<file path="src/rtl/servo_command_to_pwm_compare_assert.svh">
// ----------------------------------------------------------------------------
// Servo compare unit assertion macros
// Shared property forms for same-cycle and next-cycle checks.
// ----------------------------------------------------------------------------
`ifndef SERVO_COMMAND_TO_PWM_COMPARE_ASSERT_SVH
`define SERVO_COMMAND_TO_PWM_COMPARE_ASSERT_SVH

// consequent must hold in the same cycle as the antecedent
`define SVCP_ASSERT_NOW(label, clk, rst, ante, cons, msg) \
   label: assert property (@(posedge clk) disable iff (rst) (ante) |-> (cons)) \
      else $error(msg);

// consequent must hold in the cycle after the antecedent
`define SVCP_ASSERT_NEXT(label, clk, rst, ante, cons, msg) \
   label: assert property (@(posedge clk) disable iff (rst) (ante) |=> (cons)) \
      else $error(msg);

`endif

</file>
<file path="src/rtl/svcp_pkg.sv">
// ----------------------------------------------------------------------------
// Servo compare unit package
// Field widths, command and register codes, shared types and clamp helpers.
// ----------------------------------------------------------------------------
`timescale 1ns / 1ps

package svcp_pkg;

   localparam int CMD_W      = 3;
   localparam int ANGLE_W    = 8;
   localparam int CMP_W      = 16;
   localparam int PULSE_W    = 15;
   localparam int PW_W       = 16;
   localparam int PCT_W      = 8;
   localparam int IVL_W      = 16;
   localparam int PROD_W     = ANGLE_W + CMP_W;
   localparam int CSR_ADDR_W = 3;
   localparam int CSR_DATA_W = 16;

   // command codes
   localparam logic [CMD_W-1:0] CMD_SET_ANGLE = 3'd0;
   localparam logic [CMD_W-1:0] CMD_SET_PULSE = 3'd1;
   localparam logic [CMD_W-1:0] CMD_STOP      = 3'd2;
   localparam logic [CMD_W-1:0] CMD_SET_SPEED = 3'd3;
   localparam logic [CMD_W-1:0] CMD_SWEEP     = 3'd4;
   localparam logic [CMD_W-1:0] CMD_TICK      = 3'd5;

   // register indexes
   localparam logic [CSR_ADDR_W-1:0] CSR_SAFE_MIN   = 3'd0;
   localparam logic [CSR_ADDR_W-1:0] CSR_SAFE_MAX   = 3'd1;
   localparam logic [CSR_ADDR_W-1:0] CSR_CMP_BASE   = 3'd2;
   localparam logic [CSR_ADDR_W-1:0] CSR_CMP_SPAN   = 3'd3;
   localparam logic [CSR_ADDR_W-1:0] CSR_PULSE_MIN  = 3'd4;
   localparam logic [CSR_ADDR_W-1:0] CSR_PULSE_MAX  = 3'd5;
   localparam logic [CSR_ADDR_W-1:0] CSR_PULSE_STOP = 3'd6;

   // register reset values
   localparam logic [ANGLE_W-1:0] RST_SAFE_MIN   = 8'd0;
   localparam logic [ANGLE_W-1:0] RST_SAFE_MAX   = 8'd180;
   localparam logic [CMP_W-1:0]   RST_CMP_BASE   = 16'd1000;
   localparam logic [CMP_W-1:0]   RST_CMP_SPAN   = 16'd4000;
   localparam logic [PULSE_W-1:0] RST_PULSE_MIN  = 15'd500;
   localparam logic [PULSE_W-1:0] RST_PULSE_MAX  = 15'd2500;
   localparam logic [PULSE_W-1:0] RST_PULSE_STOP = 15'd1500;

   // speed saturation, in percent
   localparam logic signed [PCT_W-1:0] SPEED_LIMIT = 8'sd100;

   // how the compare value of an item is formed
   typedef enum logic [1:0] {
      KIND_HOLD,
      KIND_ANGLE,
      KIND_PULSE
   } kind_type;

   typedef struct packed {
      logic [ANGLE_W-1:0] safe_min_angle;
      logic [ANGLE_W-1:0] safe_max_angle;
      logic [CMP_W-1:0]   compare_base;
      logic [CMP_W-1:0]   compare_span;
      logic [PULSE_W-1:0] pulse_min_us;
      logic [PULSE_W-1:0] pulse_max_us;
      logic [PULSE_W-1:0] pulse_stop_us;
   } cfg_type;

   typedef struct packed {
      logic [CMD_W-1:0]        cmd;
      logic [ANGLE_W-1:0]      angle;
      logic [PW_W-1:0]         pulse_width_us;
      logic signed [PCT_W-1:0] speed_percent;
      logic [IVL_W-1:0]        step_interval_ms;
   } item_type;

   // per-item result of the state update
   typedef struct packed {
      kind_type           kind;
      logic [ANGLE_W-1:0] apply_angle;
      logic [CMP_W-1:0]   pulse_cmp;
      logic [ANGLE_W-1:0] cur_angle;
      logic               sweeping;
   } upd_type;

   // live controller state
   typedef struct packed {
      logic [ANGLE_W-1:0] cur_angle;
      logic               sweep_active;
   } stat_type;

   // upper limit first, then lower; a is one bit wider to take angle + 1
   function automatic logic [ANGLE_W-1:0] clamp_angle(
      input logic [ANGLE_W:0]   a,
      input logic [ANGLE_W-1:0] lo,
      input logic [ANGLE_W-1:0] hi
   );
      logic [ANGLE_W:0] y;
      y = (a > {1'b0, hi}) ? {1'b0, hi} : a;
      y = (y < {1'b0, lo}) ? {1'b0, lo} : y;
      return y[ANGLE_W-1:0];
   endfunction

   // lower limit first, then upper; returns twice the width, 16-bit wrap
   function automatic logic [CMP_W-1:0] pulse_compare(
      input logic [PW_W-1:0]    p,
      input logic [PULSE_W-1:0] lo,
      input logic [PULSE_W-1:0] hi
   );
      logic [PW_W-1:0] y;
      y = (p < {1'b0, lo}) ? {1'b0, lo} : p;
      y = (y > {1'b0, hi}) ? {1'b0, hi} : y;
      return {y[PW_W-2:0], 1'b0};
   endfunction

endpackage

</file>
<file path="src/rtl/svcp_ctrl.sv">
// ----------------------------------------------------------------------------
// Servo compare unit controller
// Holds angle and sweep state and works out each item's state update.
// ----------------------------------------------------------------------------
`timescale 1ns / 1ps

module svcp_ctrl #(
   parameter int ANGLE_CENTER = 90
) (
   input  logic               clock,
   input  logic               reset,
   input  logic               upd_en,
   input  svcp_pkg::item_type item,
   input  svcp_pkg::cfg_type  cfg,
   output svcp_pkg::upd_type  upd,
   output svcp_pkg::stat_type stat
);

   logic [svcp_pkg::ANGLE_W-1:0] cur_ff, cur_in;
   logic [svcp_pkg::ANGLE_W-1:0] target_ff, target_in;
   logic [svcp_pkg::IVL_W-1:0]   interval_ff, interval_in;
   logic [svcp_pkg::IVL_W-1:0]   countdown_ff, countdown_in;
   logic                         active_ff, active_in;
   logic                         upward_ff, upward_in;

   logic [svcp_pkg::ANGLE_W-1:0]     clamp_req;
   logic [svcp_pkg::ANGLE_W-1:0]     clamp_cur;
   logic [svcp_pkg::ANGLE_W-1:0]     clamp_step;
   logic [svcp_pkg::ANGLE_W:0]       step_angle;
   logic signed [svcp_pkg::PCT_W-1:0] pct_sat;
   logic [svcp_pkg::PW_W-1:0]        pct_ext;
   logic [svcp_pkg::PW_W-1:0]        speed_width;

   // shared clamps and speed mapping
   always_comb begin
      clamp_req = svcp_pkg::clamp_angle({1'b0, item.angle},
                                        cfg.safe_min_angle, cfg.safe_max_angle);
      clamp_cur = svcp_pkg::clamp_angle({1'b0, cur_ff},
                                        cfg.safe_min_angle, cfg.safe_max_angle);
      if (upward_ff) begin
         step_angle = {1'b0, cur_ff} + 9'd1;
      end else if (cur_ff != '0) begin
         step_angle = {1'b0, cur_ff} - 9'd1;
      end else begin
         step_angle = '0;
      end
      clamp_step = svcp_pkg::clamp_angle(step_angle,
                                         cfg.safe_min_angle, cfg.safe_max_angle);

      if (item.speed_percent > svcp_pkg::SPEED_LIMIT) begin
         pct_sat = svcp_pkg::SPEED_LIMIT;
      end else if (item.speed_percent < -svcp_pkg::SPEED_LIMIT) begin
         pct_sat = -svcp_pkg::SPEED_LIMIT;
      end else begin
         pct_sat = item.speed_percent;
      end
      // width = stop - 5 * percent, modulo 2^16
      pct_ext     = {{(svcp_pkg::PW_W - svcp_pkg::PCT_W){pct_sat[svcp_pkg::PCT_W-1]}},
                     pct_sat};
      speed_width = {1'b0, cfg.pulse_stop_us} - ((pct_ext << 2) + pct_ext);
   end

   // next state per command
   always_comb begin
      cur_in       = cur_ff;
      target_in    = target_ff;
      interval_in  = interval_ff;
      countdown_in = countdown_ff;
      active_in    = active_ff;
      upward_in    = upward_ff;
      upd.kind        = svcp_pkg::KIND_HOLD;
      upd.apply_angle = cur_ff;
      upd.pulse_cmp   = '0;

      unique case (item.cmd)
         svcp_pkg::CMD_SET_ANGLE: begin
            active_in       = 1'b0;
            cur_in          = clamp_req;
            upd.kind        = svcp_pkg::KIND_ANGLE;
            upd.apply_angle = clamp_req;
         end
         svcp_pkg::CMD_SET_PULSE: begin
            active_in     = 1'b0;
            upd.kind      = svcp_pkg::KIND_PULSE;
            upd.pulse_cmp = svcp_pkg::pulse_compare(item.pulse_width_us,
                                                    cfg.pulse_min_us, cfg.pulse_max_us);
         end
         svcp_pkg::CMD_STOP: begin
            active_in     = 1'b0;
            upd.kind      = svcp_pkg::KIND_PULSE;
            upd.pulse_cmp = svcp_pkg::pulse_compare({1'b0, cfg.pulse_stop_us},
                                                    cfg.pulse_min_us, cfg.pulse_max_us);
         end
         svcp_pkg::CMD_SET_SPEED: begin
            active_in     = 1'b0;
            upd.kind      = svcp_pkg::KIND_PULSE;
            upd.pulse_cmp = svcp_pkg::pulse_compare(speed_width,
                                                    cfg.pulse_min_us, cfg.pulse_max_us);
         end
         svcp_pkg::CMD_SWEEP: begin
            active_in = 1'b0;
            if (cur_ff == clamp_req) begin
               // already there: only the cancel takes effect
               upd.kind = svcp_pkg::KIND_HOLD;
            end else if (item.step_interval_ms == '0) begin
               cur_in          = clamp_req;
               upd.kind        = svcp_pkg::KIND_ANGLE;
               upd.apply_angle = clamp_req;
            end else begin
               upward_in       = cur_ff < clamp_req;
               target_in       = clamp_req;
               interval_in     = item.step_interval_ms;
               countdown_in    = item.step_interval_ms;
               cur_in          = clamp_cur;
               upd.kind        = svcp_pkg::KIND_ANGLE;
               upd.apply_angle = clamp_cur;
               active_in       = clamp_cur != clamp_req;
            end
         end
         svcp_pkg::CMD_TICK: begin
            if (active_ff) begin
               if (countdown_ff > 16'd1) begin
                  countdown_in = countdown_ff - 16'd1;
               end else begin
                  cur_in          = clamp_step;
                  upd.kind        = svcp_pkg::KIND_ANGLE;
                  upd.apply_angle = clamp_step;
                  // done at the target, or when the limits pin the angle
                  if (clamp_step == target_ff || clamp_step == cur_ff) begin
                     active_in = 1'b0;
                  end else begin
                     countdown_in = interval_ff;
                  end
               end
            end
         end
         default: begin
            upd.kind = svcp_pkg::KIND_HOLD;
         end
      endcase

      upd.cur_angle = cur_in;
      upd.sweeping  = active_in;
   end

   always_ff @(posedge clock) begin
      if (reset) begin
         cur_ff       <= svcp_pkg::ANGLE_W'(ANGLE_CENTER);
         target_ff    <= '0;
         interval_ff  <= '0;
         countdown_ff <= '0;
         active_ff    <= 1'b0;
         upward_ff    <= 1'b0;
      end else if (upd_en) begin
         cur_ff       <= cur_in;
         target_ff    <= target_in;
         interval_ff  <= interval_in;
         countdown_ff <= countdown_in;
         active_ff    <= active_in;
         upward_ff    <= upward_in;
      end
   end

   assign stat.cur_angle    = cur_ff;
   assign stat.sweep_active = active_ff;

endmodule

</file>
<file path="src/rtl/svcp_scale.sv">
// ----------------------------------------------------------------------------
// Servo compare unit scaler
// Divides angle * span by the full-scale angle with an exact reciprocal.
// ----------------------------------------------------------------------------
`timescale 1ns / 1ps

module svcp_scale #(
   parameter int ANGLE_FULL_SCALE = 180
) (
   input  logic                          clock,
   input  logic                          load,
   input  logic [svcp_pkg::PROD_W-1:0]   prod,
   output logic [svcp_pkg::CMP_W-1:0]    quot_ff
);

   // m = ceil(2^s / d) with s = PROD_W + ceil(log2 d) is exact for any
   // dividend below 2^PROD_W
   localparam int RECIP_L = $clog2(ANGLE_FULL_SCALE);
   localparam int SHIFT   = svcp_pkg::PROD_W + RECIP_L;
   localparam int RECIP_W = svcp_pkg::PROD_W + 2;
   localparam int MUL_W   = svcp_pkg::PROD_W + RECIP_W;
   localparam logic [63:0] RECIP_FULL =
      ((64'd1 << SHIFT) + 64'(ANGLE_FULL_SCALE) - 64'd1) / 64'(ANGLE_FULL_SCALE);
   localparam logic [RECIP_W-1:0] RECIP = RECIP_FULL[RECIP_W-1:0];

   logic [MUL_W-1:0] mul;

   assign mul = MUL_W'(prod) * MUL_W'(RECIP);

   // only the low quotient bits survive the 16-bit compare wrap
   always_ff @(posedge clock) begin
      if (load) begin
         quot_ff <= mul[SHIFT +: svcp_pkg::CMP_W];
      end
   end

endmodule

</file>
<file path="src/rtl/servo_command_to_pwm_compare.sv">
// Throughput: one command per cycle unless the result channel stalls; the four-stage
// pipeline advances whenever the next stage is free, so earlier stages take input while
// a result waits, until they are full.
// Stages: input register, state update with angle * span, reciprocal multiply, output.
// Reset (synchronous): registers to defaults, angle to center, pipeline empty.
// ----------------------------------------------------------------------------
// Servo command to PWM compare
// Turns servo commands and millisecond ticks into a 16-bit timer compare value.
// ----------------------------------------------------------------------------
`timescale 1ns / 1ps

module servo_command_to_pwm_compare #(
   parameter int ANGLE_FULL_SCALE = 180,
   parameter int ANGLE_CENTER     = 90
) (
   input  logic                               clock,
   input  logic                               reset,
   // command channel
   input  logic                               req_tvalid,
   output logic                               req_tready,
   // [7:0] angle, [23:8] pulse_width_us, [31:24] speed_percent,
   // [47:32] step_interval_ms
   input  logic [47:0]                        req_tdata,
   // [2:0] cmd
   input  logic [svcp_pkg::CMD_W-1:0]         req_tuser,
   // result channel
   output logic                               rsp_tvalid,
   input  logic                               rsp_tready,
   // [15:0] compare_value, [23:16] current_angle_out, [24] sweeping, [31:25] zero
   output logic [31:0]                        rsp_tdata,
   // register write port
   input  logic                               csr_we,
   input  logic [svcp_pkg::CSR_ADDR_W-1:0]    csr_addr,
   input  logic [svcp_pkg::CSR_DATA_W-1:0]    csr_wdata
);

`include "servo_command_to_pwm_compare_assert.svh"

   localparam logic [svcp_pkg::CMP_W-1:0] CENTER_CMP = svcp_pkg::CMP_W'(
      (ANGLE_CENTER * int'(svcp_pkg::RST_CMP_SPAN)) / ANGLE_FULL_SCALE
      + int'(svcp_pkg::RST_CMP_BASE));

   svcp_pkg::cfg_type  cfg_ff;
   svcp_pkg::item_type item_ff;
   svcp_pkg::upd_type  upd;
   svcp_pkg::stat_type stat;

   logic v1_ff, v2_ff, v3_ff, v4_ff;
   logic ready1, ready2, ready3, ready4;
   logic accept, move12, move23, move34;

   svcp_pkg::kind_type               s2_kind_ff, s3_kind_ff;
   logic [svcp_pkg::CMP_W-1:0]       s2_pcmp_ff, s3_pcmp_ff;
   logic [svcp_pkg::ANGLE_W-1:0]     s2_angle_ff, s3_angle_ff;
   logic                             s2_sweep_ff, s3_sweep_ff;
   logic [svcp_pkg::PROD_W-1:0]      s2_prod_ff, s2_prod_in;
   logic [svcp_pkg::CMP_W-1:0]       s3_quot;

   logic [svcp_pkg::CMP_W-1:0]       rsp_cmp_ff, rsp_cmp_in;
   logic [svcp_pkg::ANGLE_W-1:0]     rsp_angle_ff;
   logic                             rsp_sweep_ff;

   // configuration registers
   always_ff @(posedge clock) begin
      if (reset) begin
         cfg_ff.safe_min_angle <= svcp_pkg::RST_SAFE_MIN;
         cfg_ff.safe_max_angle <= svcp_pkg::RST_SAFE_MAX;
         cfg_ff.compare_base   <= svcp_pkg::RST_CMP_BASE;
         cfg_ff.compare_span   <= svcp_pkg::RST_CMP_SPAN;
         cfg_ff.pulse_min_us   <= svcp_pkg::RST_PULSE_MIN;
         cfg_ff.pulse_max_us   <= svcp_pkg::RST_PULSE_MAX;
         cfg_ff.pulse_stop_us  <= svcp_pkg::RST_PULSE_STOP;
      end else if (csr_we) begin
         unique case (csr_addr)
            svcp_pkg::CSR_SAFE_MIN:   cfg_ff.safe_min_angle <= csr_wdata[7:0];
            svcp_pkg::CSR_SAFE_MAX:   cfg_ff.safe_max_angle <= csr_wdata[7:0];
            svcp_pkg::CSR_CMP_BASE:   cfg_ff.compare_base   <= csr_wdata;
            svcp_pkg::CSR_CMP_SPAN:   cfg_ff.compare_span   <= csr_wdata;
            svcp_pkg::CSR_PULSE_MIN:  cfg_ff.pulse_min_us   <= csr_wdata[14:0];
            svcp_pkg::CSR_PULSE_MAX:  cfg_ff.pulse_max_us   <= csr_wdata[14:0];
            svcp_pkg::CSR_PULSE_STOP: cfg_ff.pulse_stop_us  <= csr_wdata[14:0];
            default: begin
            end
         endcase
      end
   end

   // pipeline flow control: a stage moves on when the next one is free
   assign ready4     = !v4_ff || rsp_tready;
   assign move34     = v3_ff && ready4;
   assign ready3     = !v3_ff || ready4;
   assign move23     = v2_ff && ready3;
   assign ready2     = !v2_ff || ready3;
   assign move12     = v1_ff && ready2;
   assign ready1     = !v1_ff || ready2;
   assign req_tready = ready1;
   assign accept     = req_tvalid && ready1;

   always_ff @(posedge clock) begin
      if (reset) begin
         v1_ff <= 1'b0;
         v2_ff <= 1'b0;
         v3_ff <= 1'b0;
         v4_ff <= 1'b0;
      end else begin
         v1_ff <= accept || (v1_ff && !move12);
         v2_ff <= move12 || (v2_ff && !move23);
         v3_ff <= move23 || (v3_ff && !move34);
         v4_ff <= move34 || (v4_ff && !rsp_tready);
      end
   end

   // stage 1: input register
   always_ff @(posedge clock) begin
      if (accept) begin
         item_ff.cmd              <= req_tuser;
         item_ff.angle            <= req_tdata[7:0];
         item_ff.pulse_width_us   <= req_tdata[23:8];
         item_ff.speed_percent    <= req_tdata[31:24];
         item_ff.step_interval_ms <= req_tdata[47:32];
      end
   end

   // stage 2: state update
   svcp_ctrl #(
      .ANGLE_CENTER (ANGLE_CENTER)
   ) u_ctrl (
      .clock  (clock),
      .reset  (reset),
      .upd_en (move12),
      .item   (item_ff),
      .cfg    (cfg_ff),
      .upd    (upd),
      .stat   (stat)
   );

   assign s2_prod_in = svcp_pkg::PROD_W'(upd.apply_angle) *
                       svcp_pkg::PROD_W'(cfg_ff.compare_span);

   always_ff @(posedge clock) begin
      if (move12) begin
         s2_kind_ff  <= upd.kind;
         s2_pcmp_ff  <= upd.pulse_cmp;
         s2_angle_ff <= upd.cur_angle;
         s2_sweep_ff <= upd.sweeping;
         s2_prod_ff  <= s2_prod_in;
      end
   end

   // stage 3: divide by the full-scale angle
   svcp_scale #(
      .ANGLE_FULL_SCALE (ANGLE_FULL_SCALE)
   ) u_scale (
      .clock   (clock),
      .load    (move23),
      .prod    (s2_prod_ff),
      .quot_ff (s3_quot)
   );

   always_ff @(posedge clock) begin
      if (move23) begin
         s3_kind_ff  <= s2_kind_ff;
         s3_pcmp_ff  <= s2_pcmp_ff;
         s3_angle_ff <= s2_angle_ff;
         s3_sweep_ff <= s2_sweep_ff;
      end
   end

   // stage 4: output register; a hold keeps the previous compare value
   always_comb begin
      unique case (s3_kind_ff)
         svcp_pkg::KIND_ANGLE: rsp_cmp_in = s3_quot + cfg_ff.compare_base;
         svcp_pkg::KIND_PULSE: rsp_cmp_in = s3_pcmp_ff;
         default:              rsp_cmp_in = rsp_cmp_ff;
      endcase
   end

   always_ff @(posedge clock) begin
      if (reset) begin
         rsp_cmp_ff <= CENTER_CMP;
      end else if (move34) begin
         rsp_cmp_ff <= rsp_cmp_in;
      end
   end

   always_ff @(posedge clock) begin
      if (move34) begin
         rsp_angle_ff <= s3_angle_ff;
         rsp_sweep_ff <= s3_sweep_ff;
      end
   end

   assign rsp_tvalid = v4_ff;
   assign rsp_tdata  = {7'd0, rsp_sweep_ff, rsp_angle_ff, rsp_cmp_ff};

   // checks
   `SVCP_ASSERT_NEXT(a_state_hold, clock, reset, !move12, $stable(stat),
                     "servo state changed without an item")
   `SVCP_ASSERT_NEXT(a_idle_tick, clock, reset,
                     move12 && item_ff.cmd == svcp_pkg::CMD_TICK && !stat.sweep_active,
                     $stable(stat.cur_angle), "idle tick moved the angle")
   `SVCP_ASSERT_NEXT(a_cancel, clock, reset,
                     move12 && (item_ff.cmd == svcp_pkg::CMD_SET_ANGLE ||
                                item_ff.cmd == svcp_pkg::CMD_SET_PULSE ||
                                item_ff.cmd == svcp_pkg::CMD_STOP ||
                                item_ff.cmd == svcp_pkg::CMD_SET_SPEED),
                     !stat.sweep_active, "command did not cancel the sweep")

endmodule
</file>
<file path="config.mk">
export PLATFORM = sky130hd
export DESIGN_NAME = servo_command_to_pwm_compare
export DESIGN_NICKNAME = d
export VERILOG_FILES = /design/src/rtl/svcp_pkg.sv /design/src/rtl/svcp_ctrl.sv /design/src/rtl/svcp_scale.sv /design/src/rtl/servo_command_to_pwm_compare.sv
export VERILOG_INCLUDE_DIRS = /design/src /design/src/rtl
export SDC_FILE = /design/constraint.sdc
export NUM_CORES = 2
export LEC_CHECK = 0
export BUFFER_PORTS_ARGS = -buffer_cell sky130_fd_sc_hd__buf_2
export CORE_AREA = 5 5 358 360
export CTS_BUF_LIST = sky130_fd_sc_hd__clkbuf_8
export DETAILED_ROUTE_END_ITERATION = 8
export DIE_AREA = 0 0 363 365
export GPL_TIMING_DRIVEN = 0
export PLACE_DENSITY_LB_ADDON = 0.1
export SKIP_CTS_REPAIR_TIMING = 1
export SLEW_MARGIN = 40
export SYNTH_ARGS = -nofsm -noshare
export SYNTH_HDL_FRONTEND = slang
export SYNTH_SLANG_ARGS = --single-unit
</file>
<file path="constraint.sdc">
create_clock -name clock -period 14.7 [get_ports clock]
set_input_delay 3.675 -clock clock [delete_from_list [all_inputs] [get_ports clock]]
set_output_delay 3.675 -clock clock [all_outputs]
set_load 0.1 [all_outputs]
</file>
======== After elaboration in Yosys (flattened, before gate mapping) ========
Index checks and enable logic that the tools add are counted.
storage, ports and cells
  flip-flop bits (word level) ............. 317
  bits of input ports ..................... 75
  output and inout port bits .............. 34
operators by class
  reduce and logical (&&, ||, !) cells .... 43
  equality and inequality tests ........... 21
  order comparisons ....................... 16
  multipliers ............................. 2
  bitwise logic cells ..................... 2
  add/subtract/negate cells ............... 6
  muxes and demuxes ....................... 42
operators by type and width
  cell                                                                    count
  16-bit 2-to-1 mux                                                       7
  8-bit 2-to-1 mux                                                        13
  16-bit one-hot mux with 2 select lines                                  2
  15-bit 2-to-1 mux                                                       4
  16-bit by 15-bit > comparator with 1-bit output                         3
  16-bit one-hot mux with 3 select lines                                  1
  8-bit one-hot mux with 3 select lines                                   2
  24-bit by 24-bit multiplier with 47-bit output (second input constant)  1
  9-bit 2-to-1 mux                                                        4
  16-bit by 15-bit less-than comparator with 1-bit output                 2
  9-bit by 8-bit less-than comparator with 1-bit output                   3
  8-bit == test                                                           3
  8-bit by 16-bit multiplier with 24-bit output                           1
  16-bit adder                                                            1
  16-bit by 1-bit > comparator with 1-bit output (second input constant)  1
  8-bit > comparator                                                      2
  16-bit logical NOT                                                      1
  2-bit AND reduction                                                     8
  15-bit by 16-bit subtractor with 16-bit output                          1
  16-bit by 1-bit subtractor with 16-bit output (second input constant)   1
  3-bit == test (second input constant)                                   5
  15-bit less-than comparator                                             1
  3-bit by 2-bit == test with 1-bit output (second input constant)        4
  10-bit by 8-bit adder with 11-bit output                                1
  other kinds (29)                                                        60

======== Depth between registers and ports, before layout ========
  depth in word-level cells ............... 13
  gate-level depth with buffers ........... 48
  gate-level depth less buffers ........... 44

======== By module ========
Synthesis repeated with hierarchy kept, for this count alone.
unflattened totals
  cell total of the unflattened synthesis .. 3392
  area total of the unflattened synthesis .. 31768.0 um^2
by module, submodules not included
  module                        cells an instance  area an instance (um^2)  instances  sequential area each (um^2)
  servo_command_to_pwm_compare  1280               13362.8                  1          6406.1
  svcp_ctrl                     1265               9624.2                   1          1001.0
  svcp_scale                    847                8780.9                   1          480.5

======== Least setup slack after synthesis ========
OpenSTA, ideal clock, no wires.
  kind .................................... reg2reg
  start ................................... register u_ctrl.cur_ff[1] (netlist name)
  end ..................................... register s2_prod_ff[23] (netlist name) (data pin)
  path slack .............................. 4184 ps
  arrival ................................. 10261 ps
  cell stages (with the launch flop) ...... 48
  data required time ...................... 14445 ps
  buffers on the path ..................... 5
  period minus slack after synthesis ...... 10516 ps
  cells stage by stage .................... dfxtp_1 > clkbuf_1 > inv_1 > ha_1 > or4b_1 > o21a_1 > nor3_1 > a21oi_1 > ha_1 > nand4_1 > or4_4 > a21oi_1 > nand2_1 > buf_6 > o21ai_0 > inv_1 > ha_1 > o211ai_1 > [... 12 more ...] > fa_1 > inv_1 > fa_1 > inv_1 > fa_1 > inv_1 > fa_1 > inv_1 > ha_1 > a21boi_0 > o21ai_0 > a21oi_1 > o2111ai_1 > a31oi_1 > a41oi_1 > a211oi_1 > or4_1 > and3_1
between the ends
  word-level cells in the longest chain between the ends .. 11
  elaborated cells between the ends (all ways) .. 20
  classes of those cells .................. add/sub: 2; mul: 1; order compare: 4; eq/ne: 1; mux: 11; reduce/logical: 1
RTL lines
  item                                                                               line                                 source
  start, declared                                                                    svcp_ctrl.sv:19                      logic [svcp_pkg::ANGLE_W-1:0] cur_ff, cur_in;
  start signal, assigned                                                             svcp_ctrl.sv:148                     cur_ff <= svcp_pkg::ANGLE_W'(ANGLE_CENTER);
  start signal, assigned                                                             svcp_ctrl.sv:155                     cur_ff <= cur_in;
  8-bit by 1-bit subtractor with 9-bit output or 8-bit nonzero test (tied branches)  svcp_ctrl.sv:43, svcp_ctrl.sv:42
  9-bit 2-to-1 mux                                                                   svcp_ctrl.sv:42                      end else if (cur_ff != '0) begin
  9-bit 2-to-1 mux                                                                   svcp_ctrl.sv:40                      if (upward_ff) begin
  9-bit by 8-bit > comparator with 1-bit output                                      svcp_pkg.sv:96                       y = (a > {1'b0, hi}) ? {1'b0, hi} : a;
  9-bit 2-to-1 mux                                                                   svcp_pkg.sv:96
  9-bit by 8-bit less-than comparator with 1-bit output                              svcp_pkg.sv:97                       y = (y < {1'b0, lo}) ? {1'b0, lo} : y;
  8-bit 2-to-1 mux                                                                   svcp_pkg.sv:97
  9-bit 2-to-1 mux                                                                   svcp_ctrl.sv:122                     if (countdown_ff > 16'd1) begin
  10-bit 2-to-1 mux                                                                  svcp_ctrl.sv:121                     if (active_ff) begin
  8-bit one-hot mux with 3 select lines (*)                                          svcp_ctrl.sv:75                      unique case (item.cmd)
  8-bit by 16-bit multiplier with 24-bit output (*)                                  servo_command_to_pwm_compare.sv:137  assign s2_prod_in = svcp_pkg::PROD_W'(upd.apply_angle) *
  named net s2_prod_in (one bit)                                                     servo_command_to_pwm_compare.sv:56   logic [svcp_pkg::PROD_W-1:0] s2_prod_ff, s2_prod_in;
  end signal, assigned                                                               servo_command_to_pwm_compare.sv:146  s2_prod_ff <= s2_prod_in;
  end, declared                                                                      servo_command_to_pwm_compare.sv:56
The timed path passes the listed nets; every way through them passes the cells marked *.
A chain may end at the register's enable or synchronous reset.

======== Worst setup path in the final report ========
  start ................................... register u_ctrl.cur_ff[0] (netlist name)
  end ..................................... register s2_prod_ff[23] (netlist name) (data pin)
The elaborated chain is that of the path after synthesis.

==> flow_summary.json <==
{
  "criticalPathCategory": "register to register",
  "dpl.hpwl_um": 89200,
  "startpoint": "u_ctrl.cur_ff[0]",
  "fin_crit_sh_pct": 89.1,
  "gp_congestion": 0.844,
  "r2r_start": "u_ctrl.cur_ff[0]",
  "clk_latency_ns": 0.72,
  "ioPinCount": 109,
  "cp.required_ns": 15.13,
  "slowest_stage": "o21ai_1",
  "syn_inst": 3305,
  "period_minus_slack_ns": 13.10,
  "maxCapViolCount": 0,
  "synthArstFlopShare_pct": 0,
  "yosysWarnings": 0,
  "clockRootBuffer": "clkbuf_8",
  "hold_path.class": "register to register",
  "grtUsageTotal_pct": 16.5,
  "end_kind": "register",
  "ys_types": 92,
  "drtIter0Drc": 1402,
  "num_vias": 24100,
  "synth_edf_count": 152,
  "path_common_cell": "a21oi_1",
  "yosys.area.top_type": "ha_1",
  "place_ws_ns": 1.66,
  "slowest_delay_ns": 0.56,
  "antenna_found_initial": 4,
  "rows": 130,
  "min_from": "s3_angle_ff[6]",
  "tns_ns": 0,
  "synth_most_common_cell": "inv_1",
  "h-tree-depth": 2,
  "slew_violations": 0,
  "cts.clk_slew.worst_paths_ns": 0.06,
  "grt_pass1_wl_um": 163000,
  "worst_slack_ns": 1.60,
  "netlist_top_cells_area": "ha_1 (18%), fa_1 (17%), edfxtp_1 (15%)",
  "cts_tree": "built",
  "drt_pass1_iterations": 6,
  "grt_max_degree": 40,
  "clock_sinks": 315,
  "clockBufferDepth": 3,
  "yosys-top-cells-count": "inv_1 (473), ha_1 (453), nand2_1 (337)",
  "drtAntennaViolNets": 0,
  "yosys.area.top_type_share_pct": 18.3,
  "fmax_ghz": 0.0763,
  "fin_skew_ns": 0.0468,
  "avgSynthCellArea_um2": 9.36,
  "post_drt_wl_per_cell_um": 21.0,
  "initial_core_util_pct": 24.8,
  "syn_area_um2": 30900,
  "dieHeight_um": 365,
  "finalWirelength_um": 109000,
  "setup_viol": 0,
  "grt_overflow": 0,
  "synth-seq-cells": 315,
  "nets": 4268,
  "die_area_um2": 132000,
  "yosysSeqAreaShare_pct": 25.3,
  "drc_errors": 0,
  "synthFlopType": "dfxtp_1",
  "coreArea_um2": 125000,
  "final_util_pct": 28.0,
  "drive_gt1_share_pct": 8.64,
  "grt_pass1_vias": 25200,
  "area_delta_synth_final_pct": 13.1,
  "path_max_fanout": 10,
  "critPathArrivalTime_ns": 13.53,
  "port_buffers": 100,
  "tightest_slew_ns": 0.893,
  "cts_made_buffers": 59,
  "rsz0062_at_grt": "false",
  "nFillCells": 13400,
  "relSlewSlack_pct": 40.5,
  "hold_viol_final": 0,
  "cp-start-kind": "register",
  "status": "finished clean",
  "die_w_um": 363,
  "via_per_inst": 4.65
}
## layout by cell type, fill, tap and decap left out, types with 11 or more instances in the layout
| cell type | netlist | final |
|---|---|---|
| a211o_1 | 18 | 18 |
| a211oi_1 | 33 | 33 |
| a21o_1 | 45 | 45 |
| a21oi_1 | 225 | 225 |
| a32o_1 | 11 | 11 |
| and2_1 | 23 | 22 |
| and3_1 | 16 | 16 |
| buf_2 | 4 | 104 |
| buf_4 | 10 | 11 |
| clkbuf_1 | 83 | 81 |
| clkbuf_8 | 0 | 69 |
| clkinv_1 | 0 | 12 |
| dfxtp_1 | 163 | 163 |
| edfxtp_1 | 152 | 152 |
| fa_1 | 261 | 261 |
| ha_1 | 453 | 453 |
| inv_1 | 473 | 486 |
| mux2_2 | 40 | 40 |
| mux2_4 | 13 | 13 |
| mux2i_1 | 25 | 25 |
| nand2_1 | 337 | 337 |
| nand2b_1 | 33 | 33 |
| nand3_1 | 39 | 39 |
| nand3b_1 | 29 | 29 |
| nand4_1 | 27 | 27 |
| nor2_1 | 203 | 200 |
| nor2b_1 | 47 | 46 |
| nor3_1 | 109 | 108 |
| nor4_1 | 13 | 13 |
| o211ai_1 | 15 | 15 |
| o21a_1 | 26 | 26 |
| o21ai_0 | 100 | 97 |
| xnor2_1 | 69 | 69 |
| xor2_1 | 33 | 33 |
## per-layer routing
metal  global-route usage [%]  vias up  wire, um
met5                        0        -        11
met4                     3.34        2      1920
met3                     2.22      109      4890
met2                     26.7      457     49100
met1                     23.5    11900     53100
li1                         -    11700         -
## logic make-up (layout without fill, tap and decap cells)
| family | count (synthesis) | after routing | share of synthesized area, % |
|---|---|---|---|
| compound gates | 597 | 597 | 12.4 |
| xor+xnor | 102 | 102 | 2.89 |
| fa+ha+maj | 714 | 714 | 35.2 |
| buf+inv | 582 | 801 | 7.30 |
| flops | 315 | 315 | 25.3 |
| mux | 79 | 79 | 2.97 |
| other cells | 1 | 10 | 0.0121 |
| simple gates | 915 | 915 | 13.9 |
## registers in the layout, summed over array words and instances, names as in the netlist, 2 cells and up
name / count
cfg_ff: 93
u_ctrl.countdown_ff: 16
s2_angle_ff: 8
rsp_cmp_ff: 16
rsp_angle_ff: 8
s3_kind_ff: 2
u_ctrl.target_ff: 8
s2_prod_ff: 24
s3_angle_ff: 8
item_ff: 51
s2_pcmp_ff: 15
u_scale.quot_ff: 16
s3_pcmp_ff: 15
u_ctrl.cur_ff: 8
u_ctrl.interval_ff: 16
s2_kind_ff: 2
## metrics by stage
step	instance area (um^2)	cells	hold WS, ns
after floorplan	31000	3311	0.400
after global placement	33500	5061	0.404
after detailed placement	33700	5067	0.405
after CTS	35000	5179	0.417
after global routing	35000	5181	0.425
final	35000	5183	0.419
## worst max-delay path, delay by kind of cell (launching register included)
kind | cells | cell delay, ns
AO/OA/AOI/OAI | 17 | 4.48
adder cells (fa/ha/maj) | 8 | 3.22
AND/OR/NAND/NOR | 11 | 2.75
buffers and inverters | 11 | 2.07
flip-flops | 1 | 0.32
## worst paths after layout
check,endpoint,slack [ns],cells after the start
worst max-delay path,s2_prod_ff[23],1.60,47
worst max register to register,s2_prod_ff[23],1.60,47
worst min-delay path,rsp_angle_ff[6],0.42,0
worst min register to register,rsp_angle_ff[6],0.42,0
## area by class of cell
type	instances	area (um^2)	area share, %
Multi-Input combinational cell	2414	20900	59.8
Sequential cell	315	7830	22.4
Tap cell	1650	2060	5.90
Inverter	474	1780	5.10
Clock buffer	69	950	2.71
Timing Repair Buffer	107	616	1.76
Buffer	108	483	1.38
Clock inverter	43	319	0.912
Antenna cell	3	7.51	0.0215
Power is not shown: default switching activity piles up to over one toggle a cycle in this logic, so the estimate is an artifact.
